--- src/mmcr_pkg.sv ---
package mmcr_pkg;

  // Filter geometry.
  localparam int TAPS      = 8;
  localparam int PHASES    = 64;
  localparam int NPROTO    = TAPS * PHASES;
  localparam int NPROTO_M1 = NPROTO - 1;
  localparam int PH_W      = $clog2(PHASES);
  localparam int K_W       = $clog2(TAPS);
  localparam int KC_W      = $clog2(TAPS + 1);
  localparam int ROM_AW    = $clog2(NPROTO);
  localparam int ACC_W     = 32 + K_W + 1;

  // Sample queue between the front and back parts.
  localparam int Q_DEPTH = 2;
  localparam int QP_W    = $clog2(Q_DEPTH);
  localparam int QC_W    = $clog2(Q_DEPTH + 1);

  // Loop arithmetic.
  localparam int ERR_W   = 17;
  localparam int MAX_RUN = 4;
  localparam int RUN_W   = 2;

  // Register reset values.
  localparam logic        RST_COMPLEX_MODE = 1'b1;
  localparam logic [23:0] RST_NOMINAL      = 24'd131072;
  localparam logic [15:0] RST_INIT_MU      = 16'd32768;
  localparam logic [15:0] RST_FREQ_GAIN    = 16'd16;
  localparam logic [15:0] RST_MU_GAIN      = 16'd3277;
  localparam logic [15:0] RST_REL_LIMIT    = 16'd328;

  localparam int PADDR_W = 5;

  typedef enum logic [2:0] {
    REG_COMPLEX_MODE  = 3'd0,
    REG_NOMINAL_OMEGA = 3'd1,
    REG_INITIAL_MU    = 3'd2,
    REG_FREQ_GAIN     = 3'd3,
    REG_MU_GAIN       = 3'd4,
    REG_REL_LIMIT     = 3'd5
  } reg_idx_e;

  typedef struct packed {
    logic signed [15:0] im;
    logic signed [15:0] re;
  } sample_t;

  typedef struct packed {
    logic        complex_mode;
    logic [23:0] nominal_omega;
    logic [15:0] initial_mu;
    logic [15:0] freq_gain;
    logic [15:0] mu_gain;
    logic [15:0] omega_rel_limit;
    logic        load_omega;
    logic        load_mu;
  } mmcr_cfg_t;

  typedef struct packed {
    logic [QC_W-1:0] count;
  } front_stat_t;

  typedef struct packed {
    logic             busy;
    logic [RUN_W-1:0] run_cnt;
  } back_stat_t;

  typedef logic signed [15:0] tap_rom_t [NPROTO];

  localparam longint Q30 = 64'sd1073741824;

  // sin(2*pi*a / 2^32) in Q30, fifth-order integer approximation.
  function automatic longint isin(logic [31:0] a);
    longint x;
    longint x2;
    longint t;
    longint y;
    x = longint'(a[29:0]);
    if (a[30]) x = Q30 - x;
    x2 = (x * x) >>> 30;
    t  = 64'sd688904926 - ((x2 * 64'sd76016958) >>> 30);
    t  = 64'sd1686629713 - ((x2 * t) >>> 30);
    y  = (x * t) >>> 30;
    return a[31] ? -y : y;
  endfunction

  // Quotient truncated towards zero, by long division (elaboration only).
  function automatic longint sdiv_trunc(longint num, longint den);
    longint unsigned un;
    longint unsigned ud;
    longint unsigned q;
    longint unsigned r;
    logic neg;
    neg = (num < 0) != (den < 0);
    un  = (num < 0) ? longint'(-num) : num;
    ud  = (den < 0) ? longint'(-den) : den;
    q   = '0;
    r   = '0;
    for (int i = 63; i >= 0; i--) begin
      r = {r[62:0], un[i]};
      if (r >= ud) begin
        r    = r - ud;
        q[i] = 1'b1;
      end
    end
    return neg ? -longint'(q) : longint'(q);
  endfunction

  // Windowed sinc prototype, stored as entry phase*TAPS + tap.
  function automatic tap_rom_t build_tap_rom();
    tap_rom_t rom;
    longint d;
    longint ad;
    longint s;
    longint w;
    longint v;
    longint unsigned thw;
    logic [31:0] ang;
    logic [31:0] th;
    logic [31:0] a1;
    logic [31:0] a2;
    logic [31:0] a3;
    for (int n = 0; n < NPROTO; n++) begin
      d  = 2 * longint'(n) - longint'(NPROTO_M1);
      ad = (d < 0) ? -d : d;
      if (ad == 0) begin
        s = Q30;
      end else begin
        ang = 32'((ad << 30) / PHASES);
        s   = (isin(ang) * 64'sd341782638 + (64'sd1 <<< 29)) >>> 30;
        s   = sdiv_trunc(s * 2 * PHASES, ad);
      end
      thw = (longint'(n) << 32) / NPROTO_M1;
      th  = thw[31:0];
      a1  = th + 32'h4000_0000;
      a2  = (th << 1) + 32'h4000_0000;
      a3  = (th * 32'd3) + 32'h4000_0000;
      w = 64'sd382002981 * Q30 - 64'sd523337470 * isin(a1)
          + 64'sd154867931 * isin(a2) - 64'sd13533442 * isin(a3);
      w = (w + (64'sd1 <<< 29)) >>> 30;
      v = (s * w + (64'sd1 <<< 44)) >>> 45;
      if (v > 32767) v = 32767;
      if (v < -32768) v = -32768;
      rom[(PHASES - 1 - (n % PHASES)) * TAPS + n / PHASES] = 16'(v);
    end
    return rom;
  endfunction

endpackage

--- src/mmcr_front.sv ---
module mmcr_front (
  input  logic                 clk_i,
  input  logic                 rst_ni,
  input  logic                 complex_mode_i,
  input  logic                 in_valid_i,
  output logic                 in_ready_o,
  input  mmcr_pkg::sample_t    in_sample_i,
  output logic                 q_valid_o,
  input  logic                 q_pop_i,
  output mmcr_pkg::sample_t    q_sample_o,
  output mmcr_pkg::front_stat_t stat_o
);
  import mmcr_pkg::*;

  sample_t         mem_q [Q_DEPTH];
  logic [QP_W-1:0] wr_ptr_q, rd_ptr_q;
  logic [QC_W-1:0] count_q;
  logic            push, pop;
  sample_t         entry;

  assign in_ready_o = (count_q < QC_W'(Q_DEPTH));
  assign push       = in_valid_i && in_ready_o;
  assign pop        = q_pop_i && (count_q != '0);
  assign q_valid_o  = (count_q != '0);
  assign q_sample_o = mem_q[rd_ptr_q];
  assign stat_o.count = count_q;

  // In real mode the imaginary part is stored as zero.
  always_comb begin
    entry    = in_sample_i;
    entry.im = complex_mode_i ? in_sample_i.im : '0;
  end

  // Sample storage.
  always_ff @(posedge clk_i) begin
    if (push) mem_q[wr_ptr_q] <= entry;
  end

  // Queue pointers and fill level.
  always_ff @(posedge clk_i or negedge rst_ni) begin
    if (!rst_ni) begin
      wr_ptr_q <= '0;
      rd_ptr_q <= '0;
      count_q  <= '0;
    end else begin
      if (push) wr_ptr_q <= (wr_ptr_q == QP_W'(Q_DEPTH - 1)) ? '0 : wr_ptr_q + 1'b1;
      if (pop)  rd_ptr_q <= (rd_ptr_q == QP_W'(Q_DEPTH - 1)) ? '0 : rd_ptr_q + 1'b1;
      count_q <= count_q + QC_W'(push) - QC_W'(pop);
    end
  end

endmodule

--- config.mk ---
export PLATFORM = sky130hd
export DESIGN_NAME = mmcr_front
export DESIGN_NICKNAME = d
export VERILOG_FILES = /design/src/mmcr_pkg.sv /design/src/mmcr_front.sv
export SDC_FILE = /design/constraint.sdc
export NUM_CORES = 1
export LEC_CHECK = 0
export BUFFER_PORTS_ARGS = -buffer_cell sky130_fd_sc_hd__buf_2
export CORE_MARGIN = 4
export CORE_UTILIZATION = 25
export CTS_CLUSTER_SIZE = 24
export DETAILED_ROUTE_END_ITERATION = 6
export PLACE_DENSITY = 0.5
export RECOVER_POWER = 50
export SETUP_SLACK_MARGIN = 0.1
export SLEW_MARGIN = 5
export SYNTH_ARGS = -nofsm -noshare
export SYNTH_HDL_FRONTEND = slang
export SYNTH_SLANG_ARGS = --single-unit
export TNS_END_PERCENT = 10
--- constraint.sdc ---
create_clock -name clk_i -period 5.3 [get_ports clk_i]
set_input_delay 1.06 -clock clk_i [delete_from_list [all_inputs] [get_ports clk_i]]
set_output_delay 1.06 -clock clk_i [all_outputs]
set_load 0.02 [all_outputs]
== After elaboration in Yosys (flattened, before gate mapping) ==
Memories as Yosys holds them, arrays and structs flattened.
Index checks and enable logic that the tools add are counted.

* Add/subtract/negate cells: 4
* $lt $le $gt $ge: 1
* Reduce and logical (&&, ||, !) cells: 3
* Mux-type cells: 5

{| class="wikitable"
|+ Operators by type and width
! operator !! number
|-
| 16-bit 2-to-1 mux || 1
|-
| 1-bit 2-to-1 mux || 4
|-
| 1-bit adder, second input constant || 2
|-
| 2-bit by 1-bit adder with 2-bit output || 1
|-
| 1-bit logical AND || 2
|-
| 2-bit less-than comparator, second input constant || 1
|-
| 2-bit nonzero test || 1
|-
| 2-bit by 1-bit subtractor with 2-bit output || 1
|}

* Bits of input ports: 37
* Word-level logic and storage cells: 17
* Memories: 1
* Output and inout port bits: 36
* Memory bits (writable): 64
* Register bits: 4

{| class="wikitable"
|+ Memory list
! name !! depth !! bits a word !! rd ports !! clocked after Yosys merged registers in !! wr ports !! RTL line !! RTL
|-
| mem_q || 2 || 32 || 1 || 0 || 1 || mmcr_front.sv:15 || <nowiki>sample_t mem_q [Q_DEPTH];</nowiki>
|}

== Logic depth before layout (Yosys ltp) ==
Gate-level depths: netlist (run 1).

* Word-level depth: 4
* Gate-level depth with buffers: 5
* Depth with buffers taken out: 5

== Least setup slack after synthesis (run 1) ==
Ideal clock, no wire load.

* Path kind: input to register
* Start: in in_valid_i
* End: mem mem_q[0][0] in the netlist's numbering, enable pin
* Data required time: 4.879 ns
* Data arrival time: 2.515 ns
* Path buffers: 0
* Cell stages on the path: 2
* Slack: 2.364 ns
* Cell sequence: nand2_1 nor2_1

* Word-level cells in the longest chain between the ends: 3

{| class="wikitable"
|+ RTL lines
! item !! RTL line !! RTL
|-
| from (decl) || mmcr_front.sv:5 || <nowiki>input logic in_valid_i,</nowiki>
|-
| 1-bit logical AND || mmcr_front.sv:22 || <nowiki>assign push = in_valid_i && in_ready_o;</nowiki>
|-
| 1-bit 2-to-1 mux || mmcr_front.sv:36 || <nowiki>if (push) mem_q[wr_ptr_q] <= entry;</nowiki>
|-
| 1-bit 2-to-1 mux (not written as such) || mmcr_front.sv:36 ||
|-
| to (decl) || mmcr_front.sv:15 ||
|}

Every way passes these cells.

==> flow_summary.json, run 1 <==
{
  "post-route-drc-count": 0,
  "final_util": 0.3113,
  "met2_length_um": 2361,
  "ios": 73,
  "end_kind": "primary output",
  "instances_no_fill": 359,
  "violations": "capacitance limit, slew limit",
  "grt_pass1_wl_um": 7472,
  "grtUsageTotal": 0.07823,
  "die_y_um": 113.2,
  "multiInputGateArea_um2": 674.4,
  "coreArea_mm2": 0.01084,
  "crit_fanout": 33,
  "cp_top_family": "flip-flops",
  "slowest_stage": "dfrtp_1",
  "ctsResizeCount": 0,
  "synthTopCellsByArea": "edfxtp_1 (69%), mux2_4 (16%), and2_1 (3.8%), dfrtp_1 (3.6%), buf_12 (2.2%)",
  "insertion_delay_ns": 0.33,
  "crit_buf_inv": 1,
  "cts_inserted_buffers": 9,
  "syn_nets": 175,
  "dpl.hpwl_um": 3110,
  "p_leak_nw": 1.313,
  "dr_wl_met3_um": 344,
  "cellPowerDensity_mw_per_mm2": 530.0,
  "critPathKind": "register to primary output",
  "n_antenna_cell": 0,
  "rsz0062_at_grt": "no",
  "status": "finished with violations",
  "clock.fmax_ghz": 0.2703,
  "setup_slack_ns": 1.601,
  "drive_gt1_frac": 0.4977,
  "setup_viol": 0,
  "wl_per_cell_um": 13.25,
  "firstDrtPassIters": 4,
  "m1WireLength_um": 1987,
  "nets": 253,
  "vias": 1398,
  "worst_pin_slew_ns": 1.952,
  "syn_area_mm2": 0.002768,
  "hold_path_class": "input pin to async pin",
  "cts_setup_buffers": 0,
  "grt.overflow.total": 0,
  "yosysTopAreaCell": "edfxtp_1",
  "post-place-ws_ns": 2.559,
  "ant_nets": 0,
  "initialDrtViolationCount": 44,
  "yosysWarnings": 0,
  "cpPeakStageDelay_ns": 1.64,
  "yosys.cell_types.count": 18,
  "seq_area_mm2": 0.002022,
  "yosys.area.top_type_share": 0.6944,
  "grt_max_degree": 34,
  "start_util": 0.2553,
  "cp-start-kind": "register",
  "hold_viol": 0,
  "postSynthCellCount": 137,
  "fp.dieArea_mm2": 0.01282,
  "slew_headroom": -0.3011,
  "cap_violations": 2,
  "fillers": 1118,
  "holdBufCountCts": 0,
  "min_period_ns": 3.699,
  "cts.sinks": 68,
  "htree_levels": 3,
  "routed.top_layer": "met4",
  "clk_pin_slew_worst_paths_ns": 0.07,
  "synthToLayoutAreaGrowth_pct": 21.93,
  "die_w_um": 113.2,
  "clockRootBuffer": "clkbuf_8",
  "placedCellCount": 344,
  "routed_via_density": 3.894,
  "port_buffers": 72,
  "avgSynthCellArea_um2": 20.20,
  "finClkSkew_ns": 0.01015,
  "ys_ff_latch": 68,
  "clk_path_buf_depth": 2,
  "num_rows": 38,
  "worstPathArrival_ns": 2.64,
  "slew_violations": 67,
  "required_ns": 4.24,
  "post-route-period-util": 0.6980,
  "antenna_found_initial": 0,
  "cts_tree": "built",
  "ir_drop_mv": 0.3386,
  "routabilityCongestion": 0.6236,
  "setup_tns_ns": 0,
  "ys_seq_area_frac": 0.7306,
  "crit_path_cell_trace": "mux2_2 -> buf_2",
  "grt_pass1_vias": 1517,
  "routed_wl_um": 4758
}
==> worst paths after layout <==
| kind | slack [ns] | start | cells past startpoint | end |
|---|---|---|---|---|
| setup / recovery | 1.60 | rd_ptr_q | 2 | q_sample_o[21] |
| hold / removal | 0.55 | rst_ni | 1 | stat_o[1] |
| setup reg to reg | 3.15 | stat_o[1] | 2 | mem_q[1][3] |
| hold reg to reg | 0.55 | wr_ptr_q | 1 | wr_ptr_q |
| max in group asynchronous | 4.57 | rst_ni | 1 | stat_o[0] |
| min in group clk_i | 0.55 | wr_ptr_q | 1 | wr_ptr_q |
==> routing by layer <==
layer	vias to the layer above	GRT usage
li1	665	-
met2	48	0.1295
met5	-	0
met3	7	0.03850
met1	678	0.08497
met4	0	0.03365
==> area by class of cell <==
cell class	count	area share
clock inverter	4	0.005191
inverter	1	0.001112
clock buffer	11	0.03893
sequential	68	0.5992
tap	140	0.05191
multi-input combinational	63	0.1999
timing repair buffer	72	0.1038
==> synth_stat cells <==
master / instances
xnor2_1: 3
nor2b_1: 1
mux2_4: 29
a2bb2oi_1: 1
nor2_1: 2
and3_1: 1
ha_1: 1
nand2_1: 2
buf_12: 3
and2_1: 17
dfrtp_1: 4
mux2_2: 3
inv_1: 1
o21ai_0: 2
or2_2: 1
clkbuf_1: 1
edfxtp_1: 64
buf_6: 1
==> state kept, by name, indices dropped and copies added (netlist names) <==
name / flops
mem_q: 64
wr_ptr_q: 1
rd_ptr_q: 1
stat_o: 2
==> cells by family after synthesis <==
logic type | Yosys count | synth area share
and+or+nand+nor | 24 | 0.05064
DFF | 68 | 0.7306
AOI/OAI and AO/OA | 3 | 0.006782
buffers and inverters | 6 | 0.02848
muxes | 32 | 0.1695
adders and majority gates | 1 | 0.004520
xor gates and xnor gates | 3 | 0.009495
==> power breakdown <==
part | switching (mW) | total (mW) | internal, mW
Clock | 0.179 | 0.342 | 0.163
Combinational | 0.310 | 0.619 | 0.309
Sequential | 0.103 | 0.827 | 0.724
Total | 0.592 | 1.79 | 1.20
==> per-stage QoR <==
step | cell area, µm² | total power [mW] | hold WS, ns
finish | 3374 | 1.788 | 0.5464
global route | 3374 | 1.896 | 0.5302
floorplan | 2768 | 1.318 | 0.4615
CTS | 3387 | 1.817 | 0.4977
global placement | 3238 | 1.460 | 0.5360
detailed placement | 3238 | 1.466 | 0.5377
==> cells in the final DEF, fill, tap and decap left out, drive strengths merged <==
master    n
a2bb2oi   1
and2     17
and3      1
buf      64
clkbuf   19
clkinv    4
dfrtp     4
edfxtp   64
ha        1
inv       1
mux2     32
nand2     2
nor2      2
nor2b     1
o21ai     2
or2       1
xnor2     3
Note: power is estimated with default switching activity, not from simulation.
==> run 2, diff against run 1 <==
- clock period: 5.3 -> 3.5 ns (I/O delays scaled with it)
==> flow_summary.json, run 2 (synthesized netlist as in run 1, its figures left out) <==
{
  "crit_path_start": "rd_ptr_q",
  "routed_via_density": 3.873,
  "mostFrequentLayoutCell": "edfxtp_1",
  "cts_setup_buffers": 0,
  "cts_tree": "built",
  "grtUsageMet1": 0.09563,
  "min_period_ns": 2.729,
  "post-place-ws_ns": 1.064,
  "insertion_delay_ns": 0.33,
  "wl_per_cell_um": 13.53,
  "rr_startpoint": "stat_o[1]",
  "postLayoutCellArea_mm2": 0.003416,
  "rsz0062_at_grt": "no",
  "worstPathArrival_ns": 2.03,
  "ir_drop_mv": 0.5240,
  "place_area_mm2": 0.003253,
  "initialDrtViolationCount": 38,
  "slowest_stage": "dfrtp_2",
  "largest_reg_flops": 64,
  "crit_path_cell_trace": "buf_4 -> mux2_4 -> buf_2",
  "ctsResizeCount": 0,
  "setup_tns_ns": 0,
  "n_antenna_cell": 0,
  "ios": 73,
  "post-route-drc-count": 0,
  "layout_common_cells": "edfxtp_1 (64), buf_2 (61), mux2_4 (29)",
  "setup_slack_ns": 0.7707,
  "routabilityCongestion": 0.6421,
  "crit_fanout": 21,
  "status": "finished, final reports clean",
  "holdBufCountCts": 0,
  "grt_pass1_vias": 1507,
  "cap_violations": 0,
  "clock.fmax_ghz": 0.3664,
  "slew_headroom": 0.09308,
  "post-route-period-util": 0.7798,
  "largest_register": "mem_q",
  "antenna_found_initial": 0,
  "cts.sinks": 68,
  "vias": 1402,
  "end_kind": "primary output",
  "finClkSkew_ns": 0.008878,
  "grt_max_degree": 33,
  "fp.dieArea_mm2": 0.01282,
  "firstDrtPassIters": 3,
  "hold_viol": 0,
  "use_met3": 0.02567,
  "coreArea_mm2": 0.01084,
  "critPathKind": "register to primary output",
  "p_leak_nw": 1.328,
  "synthToLayoutAreaGrowth_pct": 23.42,
  "port_buffers": 72,
  "ant_nets": 0,
  "required_ns": 2.80,
  "setup_viol": 0,
  "routed_wl_um": 4897,
  "cts_inserted_buffers": 9,
  "die_y_um": 113.2,
  "crit_buf_inv": 2,
  "hold_path_class": "input pin to async pin",
  "drive_gt1_frac": 0.5045,
  "clk_pin_slew_worst_paths_ns": 0.07,
  "dpl.hpwl_um": 3263,
  "cp-start-kind": "register",
  "cp_top_family": "flip-flops",
  "worst_pin_slew_ns": 1.355,
  "top_usage_layer": "met2",
  "slew_violations": 0,
  "grt_pass1_wl_um": 7665,
  "grtUsageTotal": 0.07996,
  "cpPeakStageDelay_ns": 0.79,
  "clockRootBuffer": "clkbuf_8",
  "start_util": 0.2553,
  "die_w_um": 113.2,
  "cellPowerDensity_mw_per_mm2": 816.7,
  "clk_path_buf_depth": 2,
  "num_rows": 38,
  "met2_usage": 0.1256,
  "htree_levels": 3,
  "nets": 255,
  "grt.overflow.total": 0
}
[run 2: power by group]
group / switching (mW) / total (mW) / internal [mW] / leakage, nW
combinational: 0.518 / 0.963 / 0.445 / 0.591
sequential: 0.112 / 1.21 / 1.10 / 0.644
clock: 0.293 / 0.619 / 0.326 / 0.0931
[run 2: through the flow]
stage,hold WS (ns),power [mW],utilization,cells
final,0.1837,2.790,0.3151,362
after detailed placement,0.5155,2.233,0.3001,346
after global placement,0.5159,2.233,0.3001,346
after global routing,0.1916,2.951,0.3151,362
after floorplan,0.4044,1.996,-,137
after CTS,0.1363,2.861,0.3171,362
[run 2: worst paths after layout]
kind	slack [ns]	end	cells after the start
max	0.77	q_sample_o[23]	3
min	0.18	stat_o[0]	1
max reg2reg	1.06	mem_q[0][5]	4
min reg2reg	0.50	wr_ptr_q	1
max in group asynchronous	3.11	rd_ptr_q	1
min in group clk_i	0.50	wr_ptr_q	1
[run 2: final cells by class]
class | instances | area [µm²]
inverter | 1 | 3.754
timing repair buffer | 74 | 361.6
sequential | 68 | 2023
clock buffer | 11 | 131.4
multi-input combinational | 63 | 668.1
tap | 140 | 175.2
fill | 1114 | 7425
clock inverter | 5 | 52.55
[run 2: routing by layer]
metal	vias to the layer above	wire [µm]
met5	-	0
met4	0	83
met3	7	278
met2	43	2383
met1	677	2151
li1	675	-
